**src/rtl/qks_pkg.sv**
```systemverilog
// Shared types and constants for the quaternion keyframe sampler.
// Used by every module in rtl/; depends on nothing.
package qks_pkg;

  localparam int DEF_MAX_KEYS = 8;

  // Q32.32 one and the rounding half of one LSB of the integer part.
  localparam logic [63:0] ONE_Q  = 64'h0000_0001_0000_0000;
  localparam logic [63:0] HALF_Q = 64'h0000_0000_8000_0000;

  // Shift/subtract unit sizing.
  localparam int DIV_N_W    = 98;
  localparam int DIV_D_W    = 66;
  localparam int REM_W      = 68;
  localparam int ROOT_W     = 49;
  localparam int STEP_W     = 7;
  localparam int DIV_STEPS  = DIV_N_W;
  localparam int SQRT_STEPS = DIV_N_W / 2;

  // Signed accumulator width for sums of four 128-bit products.
  localparam int ACC_W = 131;

  // Numerator of the reciprocal norm, 2^96.
  localparam logic [DIV_N_W-1:0] RECIP_NUM = DIV_N_W'(1) << 96;

  // Configuration port.
  localparam int CFG_IDX_W  = 4;
  localparam int CFG_DATA_W = 32;
  localparam logic [CFG_IDX_W-1:0] CFG_KEY_COUNT   = 4'd0;
  localparam logic [CFG_IDX_W-1:0] CFG_LOOP_ENABLE = 4'd1;

  // Item opcodes.
  localparam logic OP_LOAD   = 1'b0;
  localparam logic OP_SAMPLE = 1'b1;

  typedef struct packed {
    logic              op;
    logic [2:0]        key_index;
    logic signed [63:0] key_time;
    logic signed [63:0] key_w;
    logic signed [63:0] key_x;
    logic signed [63:0] key_y;
    logic signed [63:0] key_z;
    logic signed [63:0] sample_time;
  } qks_in_t;

  typedef struct packed {
    logic signed [63:0] rot_w;
    logic signed [63:0] rot_x;
    logic signed [63:0] rot_y;
    logic signed [63:0] rot_z;
    logic               refused;
  } qks_out_t;

  typedef struct packed {
    logic signed [63:0] w;
    logic signed [63:0] x;
    logic signed [63:0] y;
    logic signed [63:0] z;
  } qks_quat_t;

  // Command to the shift/subtract unit.
  typedef struct packed {
    logic start;
    logic sqrt_mode;
  } qks_su_cmd_t;

  // Result of a divide-by-one rounding step.
  typedef struct packed {
    logic               ovf;
    logic signed [63:0] val;
  } qks_rnd_t;

endpackage

```
**src/rtl/qks_keystore.sv**
```systemverilog
// Keyframe storage: one time word and one quaternion row per slot.
// Depends on qks_pkg.
module qks_keystore #(
  parameter int MAX_KEYS = qks_pkg::DEF_MAX_KEYS,
  parameter int KW       = $clog2(MAX_KEYS)
) (
  input  logic                clk,
  input  logic                wr_en,
  input  logic [KW-1:0]       wr_addr,
  input  logic signed [63:0]  wr_time,
  input  qks_pkg::qks_quat_t  wr_rot,
  input  logic [KW-1:0]       rd_addr,
  output logic signed [63:0]  rd_time,
  output qks_pkg::qks_quat_t  rd_rot
);
  import qks_pkg::*;

  logic signed [63:0] time_mem [MAX_KEYS];
  qks_quat_t          rot_mem  [MAX_KEYS];
  logic signed [63:0] rd_time_r;
  qks_quat_t          rd_rot_r;

  always_ff @(posedge clk) begin
    if (wr_en) begin
      time_mem[wr_addr] <= wr_time;
      rot_mem[wr_addr]  <= wr_rot;
    end
    rd_time_r <= time_mem[rd_addr];
    rd_rot_r  <= rot_mem[rd_addr];
  end

  assign rd_time = rd_time_r;
  assign rd_rot  = rd_rot_r;

endmodule

```
**config.mk**
```make
export PLATFORM = sky130hd
export DESIGN_NAME = qks_keystore
export DESIGN_NICKNAME = d
export VERILOG_FILES = /design/src/rtl/qks_pkg.sv /design/src/rtl/qks_keystore.sv
export SDC_FILE = /design/constraint.sdc
export NUM_CORES = 2
export LEC_CHECK = 0
export ABC_AREA = 0
export BUFFER_PORTS_ARGS = -buffer_cell sky130_fd_sc_hd__buf_2
export CAP_MARGIN = 20
export CORE_MARGIN = 3
export CORE_UTILIZATION = 26
export CTS_CLUSTER_SIZE = 25
export DETAILED_ROUTE_END_ITERATION = 8
export HOLD_SLACK_MARGIN = 0.03
export MAX_ROUTING_LAYER = met4
export PLACE_DENSITY_LB_ADDON = 0.3
export SLEW_MARGIN = 40
export SYNTH_ARGS = -nofsm -noshare
export SYNTH_HDL_FRONTEND = slang
export SYNTH_SLANG_ARGS = --single-unit
export TNS_END_PERCENT = 5
```
**constraint.sdc**
```tcl
create_clock -name clk -period 45.6 [get_ports clk]
set_input_delay 4.56 -clock clk [delete_from_list [all_inputs] [get_ports clk]]
set_output_delay 4.56 -clock clk [all_outputs]
set_load 0.02 [all_outputs]
```
# Word-level counts from Yosys, hierarchy flattened
# Memory sizes are Yosys's and may differ from the RTL's. A register that Yosys moved wholly into a read port is not among the register bits.
# Index checks and enable logic that the tools add are counted.
dict set report classes {
  div 0
  n_reduce_logical 0
  eq_ne 0
  multipliers 0
  bitwise 0
  add_sub_neg 0
  shifts 0
  mux 2
  order_cmp 0
}
# op count
set ops {}
lappend ops {{$mux 1} 2}
dict set report totals {
  elab_cells 4
  ram_bits 2560
  in_bits 328
  latchBits 0
  mem_bits_ro 0
  output_inout_bits 320
  n_memories 2
  regBits 0
}
# memory depth width read_ports rd_ports_with_merged_regs write_ports line
set memory_table {}
lappend memory_table {rot_mem 8 256 1 1 1 qks_keystore.sv:19} ;# qks_quat_t rot_mem [MAX_KEYS];
lappend memory_table {time_mem 8 64 1 1 1 qks_keystore.sv:18} ;# logic signed [63:0] time_mem [MAX_KEYS];

# Logic depth before layout (Yosys ltp)
dict set report logic_depth {
  word_depth 2
  mapped_depth 5
  depth_no_buf 2
}

# Least setup slack after synthesis
# OpenSTA, ideal clock, no wires.
dict set report synth_timing {
  path_kind {in2reg}
  startpoint {input wr_addr[0]}
  endpoint {memory rot_mem[0][0] (netlist name), enable pin}
  path_slack_ps 17699
  cell_stages 1
  arrival_time_ps 26502
  cell_sequence {nor3_1}
}
# element line
set synth_lines {}
lappend synth_lines {{start, declared} qks_keystore.sv:9} ;# input logic [KW-1:0] wr_addr,
lappend synth_lines {{end, declared} qks_keystore.sv:19}
# No word-level cell before the write port.

==> flow_summary.json <==
{
  "status": "finished clean",
  "grt_max_degree": 116,
  "p_comb_share_pct": 5.5,
  "p_sw_share_pct": 21.5,
  "cts_root_buf": "clkbuf_16",
  "seqPwrFrac_pct": 51.0,
  "vias": 44459,
  "place_congestion": 0.703,
  "maxCapViolCount": 0,
  "utilization_pct": 31.5,
  "wl_um": 239000,
  "final_common_cell": "edfxtp_1",
  "dieWidth_um": 634,
  "setup_violations": 0,
  "ys_types": 12,
  "drt-initial-drc-count": 2795,
  "io_pins": 648,
  "grt_pass1_vias": 47657,
  "fillers": 37277,
  "fp.dieH_um": 634,
  "synth_area_per_cell_um2": 25.4,
  "wl_met2_um": 123000,
  "antenna_left": 0,
  "ctsResizeCount": 0,
  "die-area_mm2": 0.402,
  "seq_area_mm2": 0.0833,
  "holdWs_ns": 0.646,
  "tns_ns": 0,
  "layout.nets": 5252,
  "slew_headroom_pct": 40.1,
  "worst_pin_slew_ns": 0.898,
  "area_delta_synth_final_pct": 20.1,
  "ys_seq_area_share_pct": 81.2,
  "ctsHoldBuffers": 0,
  "leakage_nw": 39.6,
  "cp_max_fo": 47,
  "multi_input_area_mm2": 0.0181,
  "top_layer": "met4",
  "synth-seq-cells": 2880,
  "fmax_mhz": 127,
  "power.internal_mw": 4.64,
  "syn_nets": 4359,
  "ir_worst_vdd_v": 0.0000464,
  "final_cell_mix": "edfxtp_1 (2560), buf_2 (644), mux4_2 (640)",
  "globalRouteTotalUtil_pct": 12.0,
  "numCtsBuffers": 323,
  "drive_gt1_share_pct": 41.5,
  "synth_cells": 4031,
  "drt_first_pass_iters": 5,
  "post_cts_buffers": 0,
  "grt_first_pass_wirelength_um": 345000,
  "initial_utilization_pct": 26.2,
  "routedWlPerCell_um": 22.9,
  "cp-start-kind": "input pin",
  "rsz0062_at_grt": "false",
  "gr-total-overflow": 0,
  "endpoint_kind": "flop",
  "synth_warnings": 0,
  "route.detailed.drc": 0,
  "crit_required_ns": 46.34,
  "place_area_mm2": 0.112,
  "wl_met3_um": 13800,
  "fin_crit_ns": 7.90,
  "hold_path_class": "flop to flop",
  "rows": 229,
  "cts_tree": "yes",
  "pwr_density_cell_mw_per_mm2": 48.0,
  "antenna_found_initial": 115,
  "power_frac_clock_pct": 43.5,
  "slew_violations": 0,
  "fin_skew_ns": 0.0675,
  "hpwl_um": 137000,
  "clk_latency_ns": 0.93,
  "h-tree-depth": 5,
  "cts_sinks": 2880,
  "p_sw_mw": 1.27,
  "wl_met1_um": 94800,
  "critPathKind": "input pin to flop",
  "core_mm2": 0.391,
  "finish.instance_area_mm2": 0.123,
  "critPathArrivalTime_ns": 8.65,
  "vias_per_cell": 4.25,
  "portBuffers": 647,
  "finalCritPeriodShare_pct": 17.3,
  "clk_pin_slew_ns": 0.06,
  "cts.path.max_buffers": 4,
  "hold_viol": 0,
  "total_power_mw": 5.91,
  "synth_area_mm2": 0.103
}
## cells in the mapped netlist, drive strengths merged
master     n  area share, %
nor3       2         0.0098
nand2      2         0.0073
mux4     640             14
dfxtp    320            6.2
mux2     320            3.5
buf      128           0.97
nand2b     3          0.018
edfxtp  2560             75
clkbuf    50           0.18
nor2       6          0.022
## registers in the layout, summed over array words and instances, names as in the netlist
| signal | cells |
|---|---|
| time_mem | 512 |
| rd_rot | 256 |
| rd_time | 64 |
| rot_mem | 2048 |
## through the flow
step           setup slack [ns]  std cells
2_1_floorplan             17.70       4031
3_3_place_gp              36.11       9787
3_5_place_dp              36.52       9794
4_1_cts                   37.52      10385
5_1_grt                   37.32      10432
6_report                  37.70      10453
## layer usage
layer  up-vias  GRT usage, %
met1     23916          13.9
met2      1035          20.5
met3       486          2.92
li1      19022             -
met5         -             -
met4         0          3.68
## worst paths after layout
check	from	end	slack, ns	cells after the start
setup reg to reg	time_mem[7][37]$_DFFE_PP_	rd_time[37]$_DFF_P_	44.26	2
hold / removal	rot_mem[4][12]$_DFFE_PP_	rd_rot[12]$_DFF_P_	0.65	2
hold reg to reg	rot_mem[4][12]$_DFFE_PP_	rd_rot[12]$_DFF_P_	0.65	2
setup / recovery	rd_addr[0]	rd_rot[133]$_DFF_P_	37.70	7
## critical path, cell delays in order
cell	delay, ns
buf_8	0.44
buf_4	0.65
buf_4	0.69
buf_6	0.61
buf_6	0.59
mux4_2	0.58
mux2_2	0.27
## cell families after synthesis
family	count (synthesis)	synth area share, %
buffers and inverters	178	1.15
muxes	960	17.6
DFF	2880	81.2
and+or+nand+nor	13	0.0574
## power by group through the flow
| stage | Clock (mW) | Sequential (mW) | Combinational [mW] |
|---|---|---|---|
| final | 2.57 | 3.01 | 0.323 |
| after global routing | 2.77 | 3.02 | 0.349 |
| after CTS | 2.66 | 3.01 | 0.334 |
| after detailed placement | 0 | 3.07 | 0.333 |
| after global placement | 0 | 3.06 | 0.328 |
| after floorplan | 0 | 3.12 | 0.155 |
## area by class of cell
cell class                 instances  share of cell area [%]
sequential                      2880                    67.6
multi-input combinational        973                    14.7
clock buffer                     464                    7.30
timing repair buffer             746                    3.54
clock inverter                   127                    1.37
antenna                           66                   0.134
tap                             5197                    5.28
Power figures use the tool's default switching activity.
