## config.mk

```make
export PLATFORM = sky130hd
export DESIGN_NAME = qks_mul
export DESIGN_NICKNAME = d
export VERILOG_FILES = /design/src/rtl/qks_pkg.sv /design/src/rtl/qks_mul.sv
export SDC_FILE = /design/constraint.sdc
export NUM_CORES = 2
export LEC_CHECK = 0
export BUFFER_PORTS_ARGS = -buffer_cell sky130_fd_sc_hd__buf_2
export CORE_ASPECT_RATIO = 0.75
export CORE_MARGIN = 3
export CORE_UTILIZATION = 50
export DETAILED_ROUTE_END_ITERATION = 7
export PLACE_DENSITY_LB_ADDON = 0.2
export SLEW_MARGIN = 30
export SYNTH_ARGS = -nofsm -noshare
export SYNTH_HDL_FRONTEND = slang
export SYNTH_SLANG_ARGS = --single-unit
```

## constraint.sdc

```tcl
create_clock -name clk -period 16.2 [get_ports clk]
set_input_delay 0.81 -clock clk [delete_from_list [all_inputs] [get_ports clk]]
set_output_delay 0.81 -clock clk [all_outputs]
set_load 0.05 [all_outputs]
```

## src/rtl/qks_pkg.sv

```systemverilog
// Shared types and constants for the quaternion keyframe sampler.
// Used by every module in rtl/; depends on nothing.
package qks_pkg;

  localparam int DEF_MAX_KEYS = 8;

  // Q32.32 one and the rounding half of one LSB of the integer part.
  localparam logic [63:0] ONE_Q  = 64'h0000_0001_0000_0000;
  localparam logic [63:0] HALF_Q = 64'h0000_0000_8000_0000;

  // Shift/subtract unit sizing.
  localparam int DIV_N_W    = 98;
  localparam int DIV_D_W    = 66;
  localparam int REM_W      = 68;
  localparam int ROOT_W     = 49;
  localparam int STEP_W     = 7;
  localparam int DIV_STEPS  = DIV_N_W;
  localparam int SQRT_STEPS = DIV_N_W / 2;

  // Signed accumulator width for sums of four 128-bit products.
  localparam int ACC_W = 131;

  // Numerator of the reciprocal norm, 2^96.
  localparam logic [DIV_N_W-1:0] RECIP_NUM = DIV_N_W'(1) << 96;

  // Configuration port.
  localparam int CFG_IDX_W  = 4;
  localparam int CFG_DATA_W = 32;
  localparam logic [CFG_IDX_W-1:0] CFG_KEY_COUNT   = 4'd0;
  localparam logic [CFG_IDX_W-1:0] CFG_LOOP_ENABLE = 4'd1;

  // Item opcodes.
  localparam logic OP_LOAD   = 1'b0;
  localparam logic OP_SAMPLE = 1'b1;

  typedef struct packed {
    logic              op;
    logic [2:0]        key_index;
    logic signed [63:0] key_time;
    logic signed [63:0] key_w;
    logic signed [63:0] key_x;
    logic signed [63:0] key_y;
    logic signed [63:0] key_z;
    logic signed [63:0] sample_time;
  } qks_in_t;

  typedef struct packed {
    logic signed [63:0] rot_w;
    logic signed [63:0] rot_x;
    logic signed [63:0] rot_y;
    logic signed [63:0] rot_z;
    logic               refused;
  } qks_out_t;

  typedef struct packed {
    logic signed [63:0] w;
    logic signed [63:0] x;
    logic signed [63:0] y;
    logic signed [63:0] z;
  } qks_quat_t;

  // Command to the shift/subtract unit.
  typedef struct packed {
    logic start;
    logic sqrt_mode;
  } qks_su_cmd_t;

  // Result of a divide-by-one rounding step.
  typedef struct packed {
    logic               ovf;
    logic signed [63:0] val;
  } qks_rnd_t;

endpackage

```

## src/rtl/qks_mul.sv

```systemverilog
// Iterative 64 x 64 unsigned multiplier built from one 32 x 32 multiplier.
// Depends on qks_pkg.
module qks_mul (
  input  logic         clk,
  input  logic         rst_n,
  input  logic         start,
  input  logic [63:0]  a,
  input  logic [63:0]  b,
  output logic         done,
  output logic [127:0] prod
);
  import qks_pkg::*;

  logic         busy_r;
  logic         done_r;
  logic [1:0]   k_r;
  logic [63:0]  a_r;
  logic [63:0]  b_r;
  logic [127:0] acc_r;

  logic [31:0]  a_h;
  logic [31:0]  b_h;
  logic [63:0]  pp;
  logic [127:0] pp_sh;

  // Partial product k: bit 1 picks the half of a, bit 0 the half of b.
  always_comb begin
    a_h = k_r[1] ? a_r[63:32] : a_r[31:0];
    b_h = k_r[0] ? b_r[63:32] : b_r[31:0];
    pp  = 64'(a_h) * 64'(b_h);
    unique case (k_r)
      2'd0:    pp_sh = 128'(pp);
      2'd3:    pp_sh = {pp, 64'b0};
      default: pp_sh = {32'b0, pp, 32'b0};
    endcase
  end

  always_ff @(posedge clk) begin
    if (!rst_n) begin
      busy_r <= 1'b0;
      done_r <= 1'b0;
    end else begin
      done_r <= 1'b0;
      if (start) begin
        busy_r <= 1'b1;
      end else if (busy_r && k_r == 2'd3) begin
        busy_r <= 1'b0;
        done_r <= 1'b1;
      end
    end
  end

  always_ff @(posedge clk) begin
    if (start) begin
      a_r   <= a;
      b_r   <= b;
      k_r   <= 2'd0;
      acc_r <= '0;
    end else if (busy_r) begin
      acc_r <= acc_r + pp_sh;
      k_r   <= k_r + 2'd1;
    end
  end

  assign done = done_r;
  assign prod = acc_r;

endmodule

```

# Yosys cells after proc, flatten, opt, wreduce, memory -nomap -nowiden
# Cells that the tools add are included.
[classes]
mux = 6
reduce_logical = 4
add_sub_neg = 2
n_bitwise = 1
n_eq_ne = 1
multipliers = 1
[op_table]
columns = ["op", "n"]
rows = [
  ["$pmux W128 S2", 1],
  ["$add A128 B128 Y128", 1],
  ["$mul A32 B32 Y64", 1],
  ["$mux W32", 2],
  ["$mux W1", 3],
  ["$add A2 B1 Y2 const B", 1],
  ["$eq A2 B2 Y1 const B", 1],
  ["$logic_not A2 Y1", 1],
  ["$reduce_bool A2 Y1", 1],
  ["$reduce_or A2 Y1", 1],
  ["$logic_and A1 B1 Y1", 1],
  ["$not A1 Y1", 1],
]
[totals]
reg_bits = 260
wordCells = 21
input_bits = 131
output_inout_bits = 129

# Depth between registers and ports, before layout
[logic_depth]
ltp_word = 4
depth_mapped = 48
depth_no_buf = 42

# Worst setup path before layout
# No wires, ideal clock.
[synth_timing]
path_kind = "register to register"
from = "register k_r[1]"
to = "register acc_r[127] (netlist: prod[127])"
slack_ns = 4.561
setup_time_ns = 0.067
arrival_ns = 11.572
path_buffers = 6
period_less_slack_ns = 11.639
required_ns = 16.133
path_stages_with_launch = 46
path_cell_list = "dfxtp_1 > clkbuf_1 > clkbuf_1 > clkbuf_1 > mux2i_1 > clkbuf_1 > nor2_1 > fa_1 > inv_1 > fa_1 > fa_1 > fa_1 > inv_1 > fa_1 > inv_1 > fa_1 > inv_1 > fa_1 > [10 not listed] > o41ai_1 > o21ai_1 > xor2_1 > a22o_1 > ha_1 > clkbuf_2 > nand2_1 > nor4_1 > a22oi_1 > a311oi_1 > nor2b_1 > a22o_1 > or4_1 > a21oi_1 > nor3_1 > or3_1 > a31o_1 > a21oi_2"
[synth_via]
elab_chain_len = 4
elab_cells_between_ends = 6
cone_classes = "add/sub: 1; mul: 1; eq/ne: 1; mux: 2; reduce/logical: 1"
[synth_rtl]
columns = ["element", "line", "source"]
rows = [
  ["start, declared", "qks_mul.sv:16", "logic [1:0] k_r;"],
  ["start signal, assigned", "qks_mul.sv:61", "k_r <= k_r + 2'd1;"],
  ["$mux W32", "qks_mul.sv:28", "a_h = k_r[1] ? a_r[63:32] : a_r[31:0];"],
  ["$mul A32 B32 Y64", "qks_mul.sv:30", "pp = 64'(a_h) * 64'(b_h);"],
  ["$pmux W128 S2 *", "qks_mul.sv:31", "unique case (k_r)"],
  ["$add A128 B128 Y128 *", "qks_mul.sv:60", "acc_r <= acc_r + pp_sh;"],
  ["end signal, assigned", "qks_mul.sv:60", ""],
  ["end, declared", "qks_mul.sv:19", "logic [127:0] acc_r;"],
]
# Mark *: on every way between the ends. The rest lies on a longest branch, timed or not.
# A chain may end at the register's enable or synchronous reset.

# Worst setup path in the final report
[layout_timing]
from = "register k_r[0]"
to = "register acc_r[111] (netlist: prod[111])"
[layout_via]
elab_chain_len = 4
elab_cells_between_ends = 6
cone_classes = "add/sub: 1; mul: 1; eq/ne: 1; mux: 2; reduce/logical: 1"
[layout_rtl]
columns = ["element", "line", "source"]
rows = [
  ["$mux W32", "qks_mul.sv:29", "b_h = k_r[0] ? b_r[63:32] : b_r[31:0];"],
  ["$mul A32 B32 Y64", "qks_mul.sv:30", ""],
  ["$pmux W128 S2 *", "qks_mul.sv:31", ""],
  ["$add A128 B128 Y128 *", "qks_mul.sv:60", ""],
]
# Marks and branches as above.

==> impl_metrics.toml <==
[outcome]
outcome = "finished clean"

[layout]
stdcell_count = 7212
syn_to_final_growth_pct = 8.09
final-seq-area_um2 = 6500
n_fill_cell = 9212
multi_input_area_um2 = 39700
final_nets = 7283
drive_gt1_share_pct = 9.45

[critical_path]
cp-start-kind = "flip-flop"
end_kind = "flip-flop"
worstPathRequired_ns = 16.71
path_delay_family = "adder cells"
path_max_fanout = 45
crit_top_cell = "fa_1"
r2r_slack_ns = 2.37
slowest_delay_ns = 0.97
slowest_stage = "dfxtp_4"
path_class = "reg2reg"
worst_ep_arrival_time_ns = 14.35
critPathBufInv = 5

[sta]
min_period_ns = 13.83
max_slew_margin_pct = 26.6
maxSlewViolCount = 0
worst_clock_skew_ns = 0.0242
fmax_mhz = 72.3
whs_ns = 0.315
period_share_pct = 85.4
rsz0062_at_grt = "false"
finalSetupViolCount = 0
setup_ws_ns = 2.37
tns_ns = 0
hold_violations = 0
worst-slew-pin-transition_ns = 1.09

[grt]
track_usage_pct = 36.3
grt_overflow = 0
antenna_found_initial = 10
grt_pass1_vias = 42800
grt_max_degree = 88
grt_pass1_wl_um = 280000

[drt]
ant_nets = 0
via_per_inst = 6.00
route.detailed.drc = 0
routed-via-count = 43300
drt_first_pass_iters = 6
wl_per_cell_um = 26.3
drtIter0Drc = 4788
postRouteWirelength_um = 190000

[clocking]
cts.repair.resized = 0
clk_latency_ns = 0.67
cts_hold_buf = 0
clock_path_buffers = 3
cts-root-buf = "clkbuf_16"
cts.clk_slew.worst_paths_ns = 0.07
cts_tree = "built"
cts.sinks = 260
cts_setup_buffers = 0
numCtsBuffers = 31
htreeDepth = 1

[placement]
dp_cells = 7147
io_buffers = 259
dp_hpwl_um = 152000
dp_slack_ns = 2.83
gp_congestion = 1.03

[synthesis]
synthTopCellsByArea = "fa_1 (36%), ha_1 (9.9%), edfxtp_1 (7.6%)"
ys_ff_latch = 260
syn_avg_cell_area_um2 = 8.74
synth.distinct_cells = 79
synthFlopType = "dfxtp_1"
synthCells = 5749
synth_nets = 7176
ys_seq_area_share_pct = 12.9
yosys.cell_count.top_type = "inv_1"
ys_async_sr_fraction_pct = 0
synth_warnings = 0
synth_edf_count = 128
post-synth-top-area-cell = "fa_1"
syn-cell-area_um2 = 50300
yosysTopAreaCellShare_pct = 35.7
synth_commonest_cells = "inv_1 (906), fa_1 (897), nor2_1 (818)"

[hold_path]
hold_path.class = "in2reg"

[floorplanning]
die_h_um = 281
io_pins = 260
die_x_um = 372
start_util_pct = 50.5
core_um2 = 99500
die-area_um2 = 104000
std_cell_rows = 100

[job]
drv_cap = 0
==> cell type report <==
type | count | area share [%]
multi-input combinational | 4307 | 73.0
sequential | 260 | 12.0
inverter | 906 | 6.26
timing repair buffer | 350 | 3.75
tap | 1326 | 3.05
clock buffer | 34 | 1.47
clock inverter | 24 | 0.491
antenna | 5 | 0.0230
==> worst reg2reg max path, delay by kind of cell (launching register included) <==
| kind | cells | cell delay (ns) |
|---|---|---|
| AO/OA/AOI/OAI | 15 | 4.22 |
| XOR/XNOR | 2 | 0.75 |
| adder cells (fa/ha/maj) | 10 | 4.70 |
| buffers and inverters | 5 | 0.63 |
| flip-flops | 1 | 0.97 |
| multiplexers | 1 | 0.64 |
| AND/OR/NAND/NOR | 6 | 1.79 |
==> sequential cells by signal (all words and copies together) (netlist names) <==
signal	count
k_r	2
busy_r	1
b_r	64
prod	128
done	1
a_r	64
==> path summary, 6_finish.rpt <==
kind | from | endpoint | cells after the start
hold / removal | a[28] | a_r[28] | 1
hold reg to reg | prod[102] | prod[102] | 2
setup / recovery | k_r[0] | prod[111] | 39
setup reg to reg | k_r[0] | prod[111] | 39
==> cell families (layout without fill, tap and decap cells) <==
logic type | count (synthesis) | count (layout) | synth area share [%]
mux | 191 | 191 | 3.96
other cells | 0 | 5 | 0
fa+ha+maj | 1296 | 1296 | 45.7
xor+xnor | 182 | 182 | 3.17
buf+inv | 1182 | 1314 | 8.90
simple gates | 1811 | 1811 | 15.1
compound gates | 827 | 827 | 10.3
flops | 260 | 260 | 12.9
==> layer usage <==
metal	GRT usage, %	part of all wire, %
met1	53.4	42
met4	11.7	3.9
met2	49.9	40
met5	0	0.023
met3	12.5	14
==> layout by cell type, fill, tap and decap left out, drive strengths merged, types with 91 or more instances in the layout <==
master  count
a21o       91
a21oi     271
buf       349
dfxtp     132
edfxtp    128
fa        897
ha        399
inv       911
mux2i     129
nand2     666
nor2      818
o21ai     213
xnor2     115
==> metrics by stage <==
step / cell area (µm²) / utilization, %
detailed placement: 53200 / 53.5
CTS: 54200 / 54.5
finish: 54300 / 54.6
global route: 54300 / 54.6
floorplan: 50300 / -
global placement: 53100 / 53.4
Power is left out: the tool's default activity adds up to more than one toggle a clock period on the data nets, which glitch-free logic cannot reach.
