File: src/rtl/qks_pkg.sv
// Shared types and constants for the quaternion keyframe sampler.
// Used by every module in rtl/; depends on nothing.
package qks_pkg;

  localparam int DEF_MAX_KEYS = 8;

  // Q32.32 one and the rounding half of one LSB of the integer part.
  localparam logic [63:0] ONE_Q  = 64'h0000_0001_0000_0000;
  localparam logic [63:0] HALF_Q = 64'h0000_0000_8000_0000;

  // Shift/subtract unit sizing.
  localparam int DIV_N_W    = 98;
  localparam int DIV_D_W    = 66;
  localparam int REM_W      = 68;
  localparam int ROOT_W     = 49;
  localparam int STEP_W     = 7;
  localparam int DIV_STEPS  = DIV_N_W;
  localparam int SQRT_STEPS = DIV_N_W / 2;

  // Signed accumulator width for sums of four 128-bit products.
  localparam int ACC_W = 131;

  // Numerator of the reciprocal norm, 2^96.
  localparam logic [DIV_N_W-1:0] RECIP_NUM = DIV_N_W'(1) << 96;

  // Configuration port.
  localparam int CFG_IDX_W  = 4;
  localparam int CFG_DATA_W = 32;
  localparam logic [CFG_IDX_W-1:0] CFG_KEY_COUNT   = 4'd0;
  localparam logic [CFG_IDX_W-1:0] CFG_LOOP_ENABLE = 4'd1;

  // Item opcodes.
  localparam logic OP_LOAD   = 1'b0;
  localparam logic OP_SAMPLE = 1'b1;

  typedef struct packed {
    logic              op;
    logic [2:0]        key_index;
    logic signed [63:0] key_time;
    logic signed [63:0] key_w;
    logic signed [63:0] key_x;
    logic signed [63:0] key_y;
    logic signed [63:0] key_z;
    logic signed [63:0] sample_time;
  } qks_in_t;

  typedef struct packed {
    logic signed [63:0] rot_w;
    logic signed [63:0] rot_x;
    logic signed [63:0] rot_y;
    logic signed [63:0] rot_z;
    logic               refused;
  } qks_out_t;

  typedef struct packed {
    logic signed [63:0] w;
    logic signed [63:0] x;
    logic signed [63:0] y;
    logic signed [63:0] z;
  } qks_quat_t;

  // Command to the shift/subtract unit.
  typedef struct packed {
    logic start;
    logic sqrt_mode;
  } qks_su_cmd_t;

  // Result of a divide-by-one rounding step.
  typedef struct packed {
    logic               ovf;
    logic signed [63:0] val;
  } qks_rnd_t;

endpackage

File: src/rtl/qks_shsub.sv
// Shared shift/subtract unit: restoring divider and bitwise integer square root.
// Depends on qks_pkg.
module qks_shsub (
  input  logic                          clk,
  input  logic                          rst_n,
  input  qks_pkg::qks_su_cmd_t          cmd,
  input  logic [qks_pkg::DIV_N_W-1:0]   num,
  input  logic [qks_pkg::DIV_D_W-1:0]   den,
  output logic                          done,
  output logic [qks_pkg::DIV_N_W-1:0]   quo,
  output logic [qks_pkg::REM_W-1:0]     rem,
  output logic [qks_pkg::ROOT_W-1:0]    root
);
  import qks_pkg::*;

  logic               busy_r;
  logic               done_r;
  logic               mode_r;
  logic [STEP_W-1:0]  cnt_r;
  logic [DIV_D_W-1:0] den_r;
  logic [REM_W-1:0]   rem_r;
  logic [DIV_N_W-1:0] quo_r;
  logic [ROOT_W-1:0]  root_r;

  logic [REM_W-1:0]   rem_sh;
  logic [REM_W-1:0]   sub_op;
  logic [REM_W:0]     diff;
  logic               take;

  // Division brings in one numerator bit per step, the root two radicand bits.
  always_comb begin
    if (mode_r) begin
      rem_sh = {rem_r[REM_W-3:0], quo_r[DIV_N_W-1 -: 2]};
      sub_op = REM_W'({root_r, 2'b01});
    end else begin
      rem_sh = {rem_r[REM_W-2:0], quo_r[DIV_N_W-1]};
      sub_op = REM_W'(den_r);
    end
    diff = {1'b0, rem_sh} - {1'b0, sub_op};
    take = ~diff[REM_W];
  end

  always_ff @(posedge clk) begin
    if (!rst_n) begin
      busy_r <= 1'b0;
      done_r <= 1'b0;
    end else begin
      done_r <= 1'b0;
      if (cmd.start) begin
        busy_r <= 1'b1;
      end else if (busy_r && cnt_r == '0) begin
        busy_r <= 1'b0;
        done_r <= 1'b1;
      end
    end
  end

  always_ff @(posedge clk) begin
    if (cmd.start) begin
      mode_r <= cmd.sqrt_mode;
      cnt_r  <= cmd.sqrt_mode ? STEP_W'(SQRT_STEPS - 1) : STEP_W'(DIV_STEPS - 1);
      den_r  <= den;
      quo_r  <= num;
      rem_r  <= '0;
      root_r <= '0;
    end else if (busy_r) begin
      rem_r <= take ? diff[REM_W-1:0] : rem_sh;
      cnt_r <= cnt_r - STEP_W'(1);
      if (mode_r) begin
        quo_r  <= {quo_r[DIV_N_W-3:0], 2'b00};
        root_r <= {root_r[ROOT_W-2:0], take};
      end else begin
        quo_r <= {quo_r[DIV_N_W-2:0], take};
      end
    end
  end

  assign done = done_r;
  assign quo  = quo_r;
  assign rem  = rem_r;
  assign root = root_r;

endmodule

File: config.mk
export PLATFORM = sky130hd
export DESIGN_NAME = qks_shsub
export DESIGN_NICKNAME = d
export VERILOG_FILES = /design/src/rtl/qks_pkg.sv /design/src/rtl/qks_shsub.sv
export SDC_FILE = /design/constraint.sdc
export NUM_CORES = 1
export LEC_CHECK = 0
export BUFFER_PORTS_ARGS = -buffer_cell sky130_fd_sc_hd__buf_2
export CORE_UTILIZATION = 60
export CTS_CLUSTER_SIZE = 16
export DETAILED_ROUTE_END_ITERATION = 16
export PLACE_DENSITY = 0.92
export SETUP_SLACK_MARGIN = 0.2
export SYNTH_ARGS = -nofsm -noshare
export SYNTH_HDL_FRONTEND = slang
export SYNTH_SLANG_ARGS = --single-unit
File: constraint.sdc
create_clock -name clk -period 9.25 [get_ports clk]
set_input_delay 0.4625 -clock clk [delete_from_list [all_inputs] [get_ports clk]]
set_output_delay 0.4625 -clock clk [all_outputs]
set_load 0.05 [all_outputs]
# Word-level counts from Yosys, hierarchy flattened
# Index checks and enable logic that the tools add are counted.
[word_totals]
out_inout_bits = 216
memories = 0
ff_bits = 291
mem_bits_ro = 0
ramBits = 0
in_bits = 168
word_cells = 30
latchBits = 0
[classes]
n_bitwise = 2
n_eq_ne = 0
n_mux = 12
add_sub_neg = 2
n_div = 0
n_reduce_logical = 6
magnitude_cmp = 0
multipliers = 0
shift = 0
[op_table]
columns = ["op", "count"]
rows = [
  ["two-way mux 98 bit", 3],
  ["two-way mux 68 bit", 2],
  ["subtractor 68 x 68 -> 69 bit", 1],
  ["two-way mux 66 bit", 1],
  ["two-way mux 7 bit", 3],
  ["zero test 7 bit", 1],
  ["subtractor 7 x 1 -> 7 bit, second input constant", 1],
  ["nonzero test 2 bit", 2],
  ["two-way mux 1 bit", 3],
  ["NOT 1 bit", 2],
  ["AND reduction 2 bit", 1],
  ["OR reduction 2 bit", 1],
  ["logical AND 1 bit", 1],
]

# Depth between registers and ports, before layout
# Gate-level depths: netlist of run 1.
[depth]
word_depth = 6
mapped_depth = 20

# Worst setup path before layout of run 1
# OpenSTA, ideal clock, no wires.
[synth_path]
path_kind = "reg2reg"
startpoint = "register mode_r"
endpoint = "register quo_r[0], in the netlist quo[0] (data pin)"
arrival_time_ps = 4075
slack_ps = 4918
setup_time_ps = 256
period_less_slack_ps = 4332
stages_incl_launch_ff = 17
path_cell_list = "edfxtp_1 -> clkbuf_1 -> clkbuf_1 -> clkbuf_1 -> buf_1 -> mux2i_1 -> ha_1 -> and4_1 -> and3_1 -> a221oi_4 -> o21ai_1 -> a31oi_2 -> o21ai_4 -> a31o_2 -> buf_6 -> buf_6 -> a22o_1"
[synth_between]
elab_chain_cells = 6
elab_cells_between_ends = 7
classes_between = "add/sub (1); mux (5); bitwise (1)"
[synth_lines]
columns = ["element", "line", "text"]
rows = [
  ["start, declared", "qks_shsub.sv:18", "logic mode_r;"],
  ["start signal, assigned", "qks_shsub.sv:60", "mode_r <= cmd.sqrt_mode;"],
  ["two-way mux 68 bit or two-way mux 66 bit (tied branches)", "qks_shsub.sv:32", "if (mode_r) begin"],
  ["subtractor 68 x 68 -> 69 bit", "qks_shsub.sv:39", "diff = {1'b0, rem_sh} - {1'b0, sub_op};"],
  ["NOT 1 bit", "qks_shsub.sv:40", "take = ~diff[REM_W];"],
  ["two-way mux 98 bit (*)", "qks_shsub.sv:69", "if (mode_r) begin"],
  ["two-way mux 98 bit (*)", "qks_shsub.sv:66", "end else if (busy_r) begin"],
  ["two-way mux 98 bit (*)", "qks_shsub.sv:59", "if (cmd.start) begin"],
  ["end signal, assigned", "qks_shsub.sv:63", "quo_r <= num;"],
  ["end signal, assigned", "qks_shsub.sv:70", "quo_r <= {quo_r[DIV_N_W-3:0], 2'b00};"],
  ["end signal, assigned", "qks_shsub.sv:73", "quo_r <= {quo_r[DIV_N_W-2:0], take};"],
  ["end, declared", "qks_shsub.sv:22", "logic [DIV_N_W-1:0] quo_r;"],
]
# Mark *: on every way between the ends. The rest lies on a longest branch, timed or not. The select of a mux whose other input is x is not followed.
# A chain may end at the register's enable or synchronous reset.

# Final worst setup path of run 1
[layout_path]
startpoint = "register mode_r"
endpoint = "register rem_r[1], in the netlist rem[1]"
[layout_between]
elab_chain_cells = 3
elab_cells_between_ends = 4
classes_between = "add/sub (1); mux (3)"
[layout_lines]
columns = ["element", "line", "text"]
rows = [
  ["two-way mux 68 bit or two-way mux 66 bit (tied branches)", "qks_shsub.sv:32", ""],
  ["subtractor 68 x 68 -> 69 bit", "qks_shsub.sv:39", ""],
  ["two-way mux 68 bit (*)", "qks_shsub.sv:67", "rem_r <= take ? diff[REM_W-1:0] : rem_sh;"],
  ["end signal, assigned", "qks_shsub.sv:67", ""],
  ["end, declared", "qks_shsub.sv:21", "logic [REM_W-1:0] rem_r;"],
]
# Mark *: on every way between the ends. The rest lies on a longest branch, timed or not.

==> metrics.txt, run 1 <==
total global-route track usage=0.330; Crit. Startpoint=mode_r; Root Buffer=clkbuf_16; initial antenna violation count=4; port buffer count=383; fin crit period=5.49 ns; status=complete, no violations; worst reg2reg path depth=14; RSZ-0062 raised after global routing=no; mapped cell area=0.0173 mm2; Critical Path RT=9.67 ns; fillcell total=1923; Crit Reg-Reg Endpoint=rem[1]; first-pass GRT wire length=77100 um; largest net degree at the start of global routing=114; TritonCTS Buffers=30; # setup viols final=0; die width=172 um; Post-synth ARST share=0; Seq/Total Area, Yosys=0.437; DRC=0; Critical Path End=rem[1]; CP max FO=60; most frequent cells in the layout=buf_2, nand2_1, edfxtp_1; Clock Sinks=291; R2R Path Start=mode_r; Worst path slowest cell=buf_4; DR pass1 iterations=6; critical path class=reg2reg; antenna viol nets, final=0; met1 wire length=19300 um; leakage power=8.85 nW; clk_lat worst skew=0.56 ns; ordered list of cells on the worst path=buf_4 -> mux2_2 -> fa_1 -> a21oi_1 -> o221ai_2 -> a221oi_4 -> o21ai_1 -> a31oi_2 -> o21ai_4 -> a31oi_4 -> buf_4 -> mux2_2 -> mux2i_1 -> nor2_1; core area=0.0280 mm2; Post-synth EDFFs=172; YS warnings=0; clock-pin slew on the worst setup and hold paths=0.06 ns; Post-Synthesis Cells=1827; aggregate routed wire length=50000 um; worst slew pin tran=1.25 ns; CTS H-tree lvls=1; met3 WL post-DR=4520 um; initial DRC count=1576; Synth-to-Final Area Change=17.8%; Top Layer Used=met5; Vias/cell=6.21; post-layout util=0.726; share of cells above drive strength 1=0.250; Final period util=0.594; die height=172 um; HPWL Detailed=34700 um; Max-Cap Viols=0; drt wl/cell=19.7 um; Worst EP arrival=5.91 ns; reg2reg setup slack=3.76 ns; Post-CTS Setup Inserts=0; syn nets=2064; Final GP Congestion=0.935; most common cell after layout, fill and taps aside=buf_2; Reg area=0.00755 mm2; synth top area cells=edfxtp_1, dfxtp_1, mux2i_1; Vias=15800; VDD IR max=0.258 mV; Hold Fails Final Rpt=0; flop and latch count out of synthesis=291; f_max=182 MHz; share of the synthesized area in the top cell type=0.299; pwr/cell area=314 mW/mm2; startpoint types=register; Post-CTS Resized=0; Worst Hold Class=in2reg; met2 wire length=23300 um; Critical Path End Type=register; fin. max-slew vios=0; slowest stage delay, CP=0.73 ns; Rel. slew slack=0.162; grt ovf=0; Synth cell types=74; Main synth FF type=edfxtp_1; clock tree buffer depth=3; Placed Area=0.0193 mm2; TNS Setup=0 ns; Final Cell Area=0.0203 mm2; num ports=384; vias in the first global route=14900; Initial Utilization=0.616; top cell type by total area after synthesis=edfxtp_1; Net count, final=2375; Syn Area/Cell=9.45 um2; footprint of the multi-input gates=0.00912 mm2; CTS Hold Bufs=0; CTS tree=yes; area of the die=0.0295 mm2; Worst Clk Skew=0.0200 ns; row count=61
-- worst max-delay path, delay by kind of cell (launching register included) --
| family | cells | cell delay (ns) |
|---|---|---|
| compound gates | 7 | 2.11 |
| buf+inv | 2 | 1.24 |
| mux | 3 | 0.98 |
| fa+ha+maj | 1 | 0.47 |
| flops | 1 | 0.43 |
| simple gates | 1 | 0.05 |
-- how the worst min path moves through the flow --
stage                endpoint  depth (start not counted)  startpoint  slack [ns]
global placement     root[48]                          2    root[48]        0.46
global route        den_r[38]                          1     den[38]        0.05
floorplan                done                          2    cnt_r[6]        0.54
finish              den_r[55]                          1     den[55]        0.07
CTS                 den_r[55]                          1     den[55]        0.06
detailed placement   root[44]                          2    root[43]        0.48
-- cell usage after synthesis, types with 16 or more instances --
master and count:
nand4_1 16, a311oi_1 45, mux2_2 67, a21o_1 23
dfxtp_1 119, clkbuf_1 85, nand2_1 349, edfxtp_1 172
a21oi_1 142, nor2_1 107, xnor2_1 36, ha_1 68
inv_1 25, mux2i_1 150, xor2_1 28, nand3_1 16
nand2b_1 27, o21ai_0 145
-- state kept, by name (all words and copies together) (netlist names) --
signal	cells
rem	68
quo	98
mode_r	1
busy_r	1
den_r	66
root	49
done	1
cnt_r	7
-- metal layers --
metal	up-vias	track usage
met4	4	0.191
met2	853	0.540
met3	233	0.0847
met1	7400	0.394
li1	7293	-
met5	-	0
-- through the flow --
step / setup slack, ns / total power [mW] / instances / hold slack, ns
floorplan: 4.92 / 4.32 / 1827 / 0.540
global placement: 3.88 / 4.96 / 2484 / 0.456
detailed placement: 3.81 / 5.00 / 2484 / 0.477
CTS: 3.79 / 6.33 / 2540 / 0.0588
global route: 3.52 / 6.72 / 2541 / 0.0544
finish: 3.76 / 6.38 / 2542 / 0.0717
-- power by group --
part	switching (mW)	internal [mW]	leakage, nW
Combinational	2.28	1.06	5.63
Clock	0.520	0.785	0.522
Sequential	0.160	1.57	2.70
-- final cells by class --
type                    count  share of cell area
inverters                  25             0.00474
multi-input cells        1394               0.448
flip-flops and latches    291               0.371
clock buffers              38              0.0415
repair buffers            396              0.0995
well taps                 378              0.0233
diodes                      2            0.000246
clock inverters            18              0.0114
-- kinds of logic (layout without fill, tap and decap cells) --
logic type	Yosys count	after routing	synth area share
AOI/OAI and AO/OA	480	480	0.176
xor gates and xnor gates	64	64	0.0325
adders and majority gates	69	69	0.0504
buffers and inverters	142	477	0.0347
DFF	291	291	0.437
muxes	217	217	0.131
other	0	2	0
and+or+nand+nor	564	564	0.139
Power figures use the tool's default switching activity.
==> run 2, diff against run 1 <==
--- a/config.mk
+++ b/config.mk
@@ -6,10 +6,10 @@
 export NUM_CORES = 1
 export LEC_CHECK = 0
 export BUFFER_PORTS_ARGS = -buffer_cell sky130_fd_sc_hd__buf_2
-export CORE_UTILIZATION = 60
+export CORE_UTILIZATION = 50
 export CTS_CLUSTER_SIZE = 16
 export DETAILED_ROUTE_END_ITERATION = 16
-export PLACE_DENSITY = 0.92
+export PLACE_DENSITY = 0.82
 export SETUP_SLACK_MARGIN = 0.2
 export SYNTH_ARGS = -nofsm -noshare
 export SYNTH_HDL_FRONTEND = slang
==> constraint.sdc (replaced) <==
create_clock -name clk -period 4.5 [get_ports clk]
set_input_delay 0.225 -clock clk [delete_from_list [all_inputs] [get_ports clk]]
set_output_delay 0.225 -clock clk [all_outputs]
set_load 0.05 [all_outputs]
==> metrics.txt, run 2 (synthesized netlist as in run 1, its figures left out) <==
status=complete, no violations; Hold Fails Final Rpt=0 (unchanged); combinational power share=0.531 (+0.006); leakage power=9.47 nW (+6.9%); Final period util=0.936 (+0.342); WP buf/inv=3 (+1); initial antenna violation count=1 (-3); worst slew pin tran=1.12 ns (-0.129 ns); initial DRC count=1371 (-13%); VDD IR max=0.602 mV (+130%); most frequent cells in the layout=buf_2, nand2_1, edfxtp_1; Worst EP arrival=4.62 ns (-1.29 ns); CP delay by family, top=compound AO/OA/AOI/OAI gates; min-delay src=num[92]; DRC=0 (unchanged); fin crit period=4.21 ns (-1.28 ns); post-layout util=0.646 (-0.0802); Clock Sinks=291 (unchanged); first-pass GRT wire length=83000 um (+7.7%); die height=188 um (+9.4%); CTS H-tree lvls=2 (+1); Reg area=0.00755 mm2 (unchanged); worst reg2reg path depth=14 (unchanged); Int Pwr=7.35 mW (+120%); footprint of the multi-input gates=0.00915 mm2 (+0.36%); Clock Power Share=0.210 (+0.005); pwr/cell area=627 mW/mm2 (+100%); grt ovf=0 (unchanged); Final GP Congestion=0.953 (+1.8%); core area=0.0338 mm2 (+21%); clock tree buffer depth=3 (unchanged); Crit Reg-Reg Endpoint=rem[9]; fillcell total=2613 (+36%); reg2reg setup slack=0.29 ns (-3.47 ns); HPWL Detailed=36300 um (+4.6%); critical path class=reg2reg; Root Buffer=clkbuf_16; Synth-to-Final Area Change=26.4%; Worst Clk Skew=0.0229 ns (+0.00289 ns); f_max=237 MHz (+30%); fin. max-slew vios=0 (unchanged); vias in the first global route=15700 (+4.9%); die width=188 um (+9.4%); clk_lat worst skew=0.53 ns (-0.03 ns); share of cells above drive strength 1=0.249 (-0.00111); Cells on Worst Hold Path=3 (+2); area of the die=0.0353 mm2 (+20%); Rel. slew slack=0.251 (+0.0892); crit-path most repeated cell=a21o_1; end of the worst hold path=quo[92]; TritonCTS Buffers=34 (+13%); Vias/cell=5.87 (-5.5%); TNS Setup=0 ns (unchanged); Initial Utilization=0.511 (-0.105); DR pass1 iterations=6 (unchanged); Worst path slowest cell=edfxtp_1; most common cell after layout, fill and taps aside=buf_2; CP max FO=68 (+13%); Critical Path End Type=register; largest net degree at the start of global routing=176 (+54%); antenna viol nets, final=0 (unchanged); row count=67 (+9.8%); # setup viols final=0 (unchanged); Critical Path RT=4.91 ns (-4.76 ns); max reg flops=98 (unchanged); aggregate routed wire length=53300 um (+6.5%); num ports=384 (unchanged); port buffer count=383 (unchanged); drt wl/cell=19.5 um (-1.1%); RSZ-0062 raised after global routing=yes; CTS tree=yes; slowest stage delay, CP=0.42 ns (-0.31 ns); total global-route track usage=0.289 (-0.0411); R2R Path Start=mode_r; clock-pin slew on the worst setup and hold paths=0.06 ns (about the same); Switching Fraction=0.463 (-0.00156); startpoint types=register; Vias=16100 (+1.8%); Flop pwr share=0.259 (-0.012); ordered list of cells on the worst path=buf_4 -> buf_16 -> mux2_2 -> ha_1 -> a21o_1 -> a21o_1 -> a21oi_2 -> o21ai_1 -> a31oi_1 -> o211ai_1 -> a31oi_4 -> buf_6 -> nand2_1 -> a311oi_1; Pwr Total=13.7 mW (+110%); Net count, final=2500 (+5.3%); Max-Cap Viols=0 (unchanged); Switching Power=6.34 mW (+110%); Worst Hold Class=in2reg
[run 2: cell types whose count changed in the layout (fill, tap and decap cells not counted), moves of 4 or more]
| cell | delta |
|---|---|
| inv_6 | +4 |
| buf_6 | +4 |
| dlygate4sd3_1 | +104 |
| clkbuf_16 | +5 |
| buf_4 | +7 |
[run 2: tightest hold or removal path: stages]
cell and delay (ns):
buf_2 0.08, nand2_1 0.04, o21ai_0 0.07
[run 2: routing by layer]
layer,share of wire,vias up,global-route usage
met5,0,-,0
met4,0.040,0,0.123
met3,0.075,154,0.0453
met2,0.49,803,0.502
met1,0.39,7580,0.356
li1,-,7528,-
[run 2: worst max path at each step]
stage                     slack, ns  cells past startpoint  endpoint  startpoint
after global placement         0.34                     15   rem[56]      mode_r
after global routing           0.12                     14    rem[9]      mode_r
final                          0.29                     14    rem[9]      mode_r
after detailed placement       0.19                     13   rem[35]      mode_r
after floorplan                0.26                     16   rem[66]      mode_r
after CTS                      0.27                     13   rem[35]      mode_r
[run 2: per-stage QoR]
| stage | std cells | setup WS [ns] | area, um2 | hold WS (ns) |
|---|---|---|---|---|
| floorplan | 1827 | 0.260 | 17300 | 0.324 |
| global placement | 2564 | 0.342 | 19500 | 0.401 |
| detailed placement | 2564 | 0.195 | 19500 | 0.403 |
| CTS | 2730 | 0.270 | 21700 | 0.000134 |
| global route | 2737 | 0.115 | 21800 | 0.00419 |
| finish | 2738 | 0.288 | 21800 | 0.0128 |
[run 2: what timing repair did]
action                                  CTS  global route
hold endpoints to repair                105             0
endpoints found under the setup margin    7            64
pin swaps                                 0             1
buffers inserted                          1             4
gates resized for setup                   0            11
gates cloned                              0             2
hold buffers                            104             0
[run 2: area by class of cell]
class / count / share of cell area
tap: 448 / 0.0257
timing repair buffer: 517 / 0.151
multi-input combinational: 1394 / 0.419
inverter: 25 / 0.00441
clock inverter: 22 / 0.0115
clock buffer: 39 / 0.0417
antenna: 2 / 0.000229
sequential: 291 / 0.346
[run 2: power groups by stage]
stage          clock [mW]  combinational, mW  sequential, mW
2_1_floorplan           0               4.39            4.50
3_3_place_gp            0               6.82            3.57
3_5_place_dp            0               6.91            3.59
4_1_cts              2.91               7.03            3.53
5_1_grt              3.02               7.80            3.58
6_report             2.88               7.27            3.54
==> run 3, diff against run 2 <==
--- a/config.mk
+++ b/config.mk
@@ -9,7 +9,7 @@
 export CORE_UTILIZATION = 50
 export CTS_CLUSTER_SIZE = 16
 export DETAILED_ROUTE_END_ITERATION = 16
-export PLACE_DENSITY = 0.82
+export PLACE_DENSITY = 0.74
 export SETUP_SLACK_MARGIN = 0.2
 export SYNTH_ARGS = -nofsm -noshare
 export SYNTH_HDL_FRONTEND = slang
==> metrics.txt, run 3 (synthesized netlist as in run 1, its figures left out) <==
largest net degree at the start of global routing=190 (+8.0%); total global-route track usage=0.287 (-0.00195); Net count, final=2531 (+1.2%); HPWL Detailed=36200 um (-0.44%); Final GP Congestion=0.920 (-3.4%); # setup viols final=0 (unchanged); Min Hold Slack=0.0147 ns (+0.00194 ns); Root Buffer=clkbuf_16; Worst Hold Class=in2reg; VDD IR max=0.559 mV (-7.1%); num ports=384 (unchanged); die height=188 um (unchanged); DR pass1 iterations=8 (+2); Clock Sinks=291 (unchanged); TNS Setup=0 ns (unchanged); TritonCTS Buffers=34 (unchanged); f_max=240 MHz (+1.2%); Worst EP arrival=4.56 ns (-0.06 ns); Synth-to-Final Area Change=27.7%; Worst Clk Skew=0.0333 ns (+0.0104 ns); Final Cell Area=0.0220 mm2 (+1.0%); clock-pin slew on the worst setup and hold paths=0.06 ns (about the same); Vias=15900 (-1.2%); Critical Path End Type=register; fin. max-slew vios=0 (unchanged); die width=188 um (unchanged); Initial Utilization=0.511 (unchanged); status=complete, no violations; pwr/cell area=610 mW/mm2 (-2.8%); area of the die=0.0353 mm2 (unchanged); share of cells above drive strength 1=0.243 (-0.00602); Final period util=0.925 (-0.0108); worst slew pin tran=1.10 ns (-0.0246 ns); post-layout util=0.653 (+0.00652); CTS H-tree lvls=2 (unchanged); Layout Cells excl Fill=2769 (+1.1%); Critical Path RT=4.89 ns (-0.02 ns); Max-Cap Viols=0 (unchanged); max reg flops=98 (unchanged); clock tree buffer depth=3 (unchanged); startpoint types=register; port buffer count=383 (unchanged); core area=0.0338 mm2 (unchanged); drt wl/cell=19.2 um (-1.4%); DRC=0 (unchanged); fillcell total=2682 (+2.6%); critical path class=reg2reg; clk_lat worst skew=0.54 ns (about the same); initial antenna violation count=1 (unchanged); reg2reg setup slack=0.34 ns (+0.05 ns); Placed Area=0.0195 mm2 (about the same); vias in the first global route=15500 (-1.1%); initial DRC count=1124 (-18%); Hold Fails Final Rpt=0 (unchanged); most common cell after layout, fill and taps aside=buf_2; row count=67 (unchanged); most frequent cells in the layout=buf_2, nand2_1, edfxtp_1; leakage power=9.55 nW (+0.92%); first-pass GRT wire length=82100 um (-1.1%); grt ovf=0 (unchanged); Vias/cell=5.73 (-2.3%); dpl cells=2565 (+0.039%); Rel. slew slack=0.266 (+0.0149); CTS tree=yes; antenna viol nets, final=0 (unchanged); RSZ-0062 raised after global routing=no; fin crit period=4.16 ns (-0.0485 ns); CP max FO=35 (-49%); aggregate routed wire length=53100 um (-0.30%)
[run 3: through the flow]
stage | setup WS, ns | power, mW
floorplan | 0.260 | 8.89
global placement | 0.320 | 10.5
detailed placement | 0.153 | 10.5
CTS | 0.212 | 13.3
global route | 0.201 | 14.2
finish | 0.336 | 13.4
[run 3: path summary, 6_finish.rpt]
kind	end	from	cells past startpoint
min reg2reg	root[41]	root[40]	2
min	quo[88]	num[88]	3
max	rem[67]	mode_r	14
max reg2reg	rem[67]	mode_r	14
[run 3: routing by layer]
metal | track usage | up-vias | part of all wire
met5 | 0 | - | 0
met4 | 0.137 | 0 | 0.048
met3 | 0.0487 | 144 | 0.065
met2 | 0.503 | 654 | 0.49
met1 | 0.342 | 7465 | 0.40
li1 | - | 7603 | -
[run 3: repair_timing]
item                                    CTS  global route
endpoints found under the hold margin   134             0
buffers inserted                          0             4
resized for setup                         1            11
gates cloned                              0             3
hold buffers                            134             0
endpoints found under the setup margin    1            64
pin swaps                                 0             2
[run 3: layout make-up]
class                   instances  area (um2)  share of cell area
clock buffers                  46         936              0.0425
flip-flops and latches        291        7550               0.343
repair buffers                548        3590               0.163
diodes                          1        2.50            0.000114
clock inverters                16         151             0.00687
well taps                     448         561              0.0254
multi-input cells            1394        9160               0.415
inverters                      25        96.3             0.00437
[run 3: critical path, stage by stage (launching register included)]
cell and delay, ns:
edfxtp_1 0.48, buf_4 0.18, buf_6 0.22, mux2_2 0.39, ha_1 0.42, a21o_1 0.22, a21o_1 0.18, a21oi_2 0.24
o21ai_1 0.11, a31oi_1 0.29, o211ai_1 0.27, a31oi_4 0.32, buf_12 0.25, nor4_1 0.09, a311o_1 0.34
[run 3: power by group]
part | switching (mW) | total, mW | internal, mW | leakage [nW]
Combinational | 4.76 | 7.22 | 2.45 | 6.32
Clock | 1.10 | 2.69 | 1.59 | 0.528
Sequential | 0.320 | 3.54 | 3.22 | 2.70
Total | 6.18 | 13.4 | 7.26 | 9.55
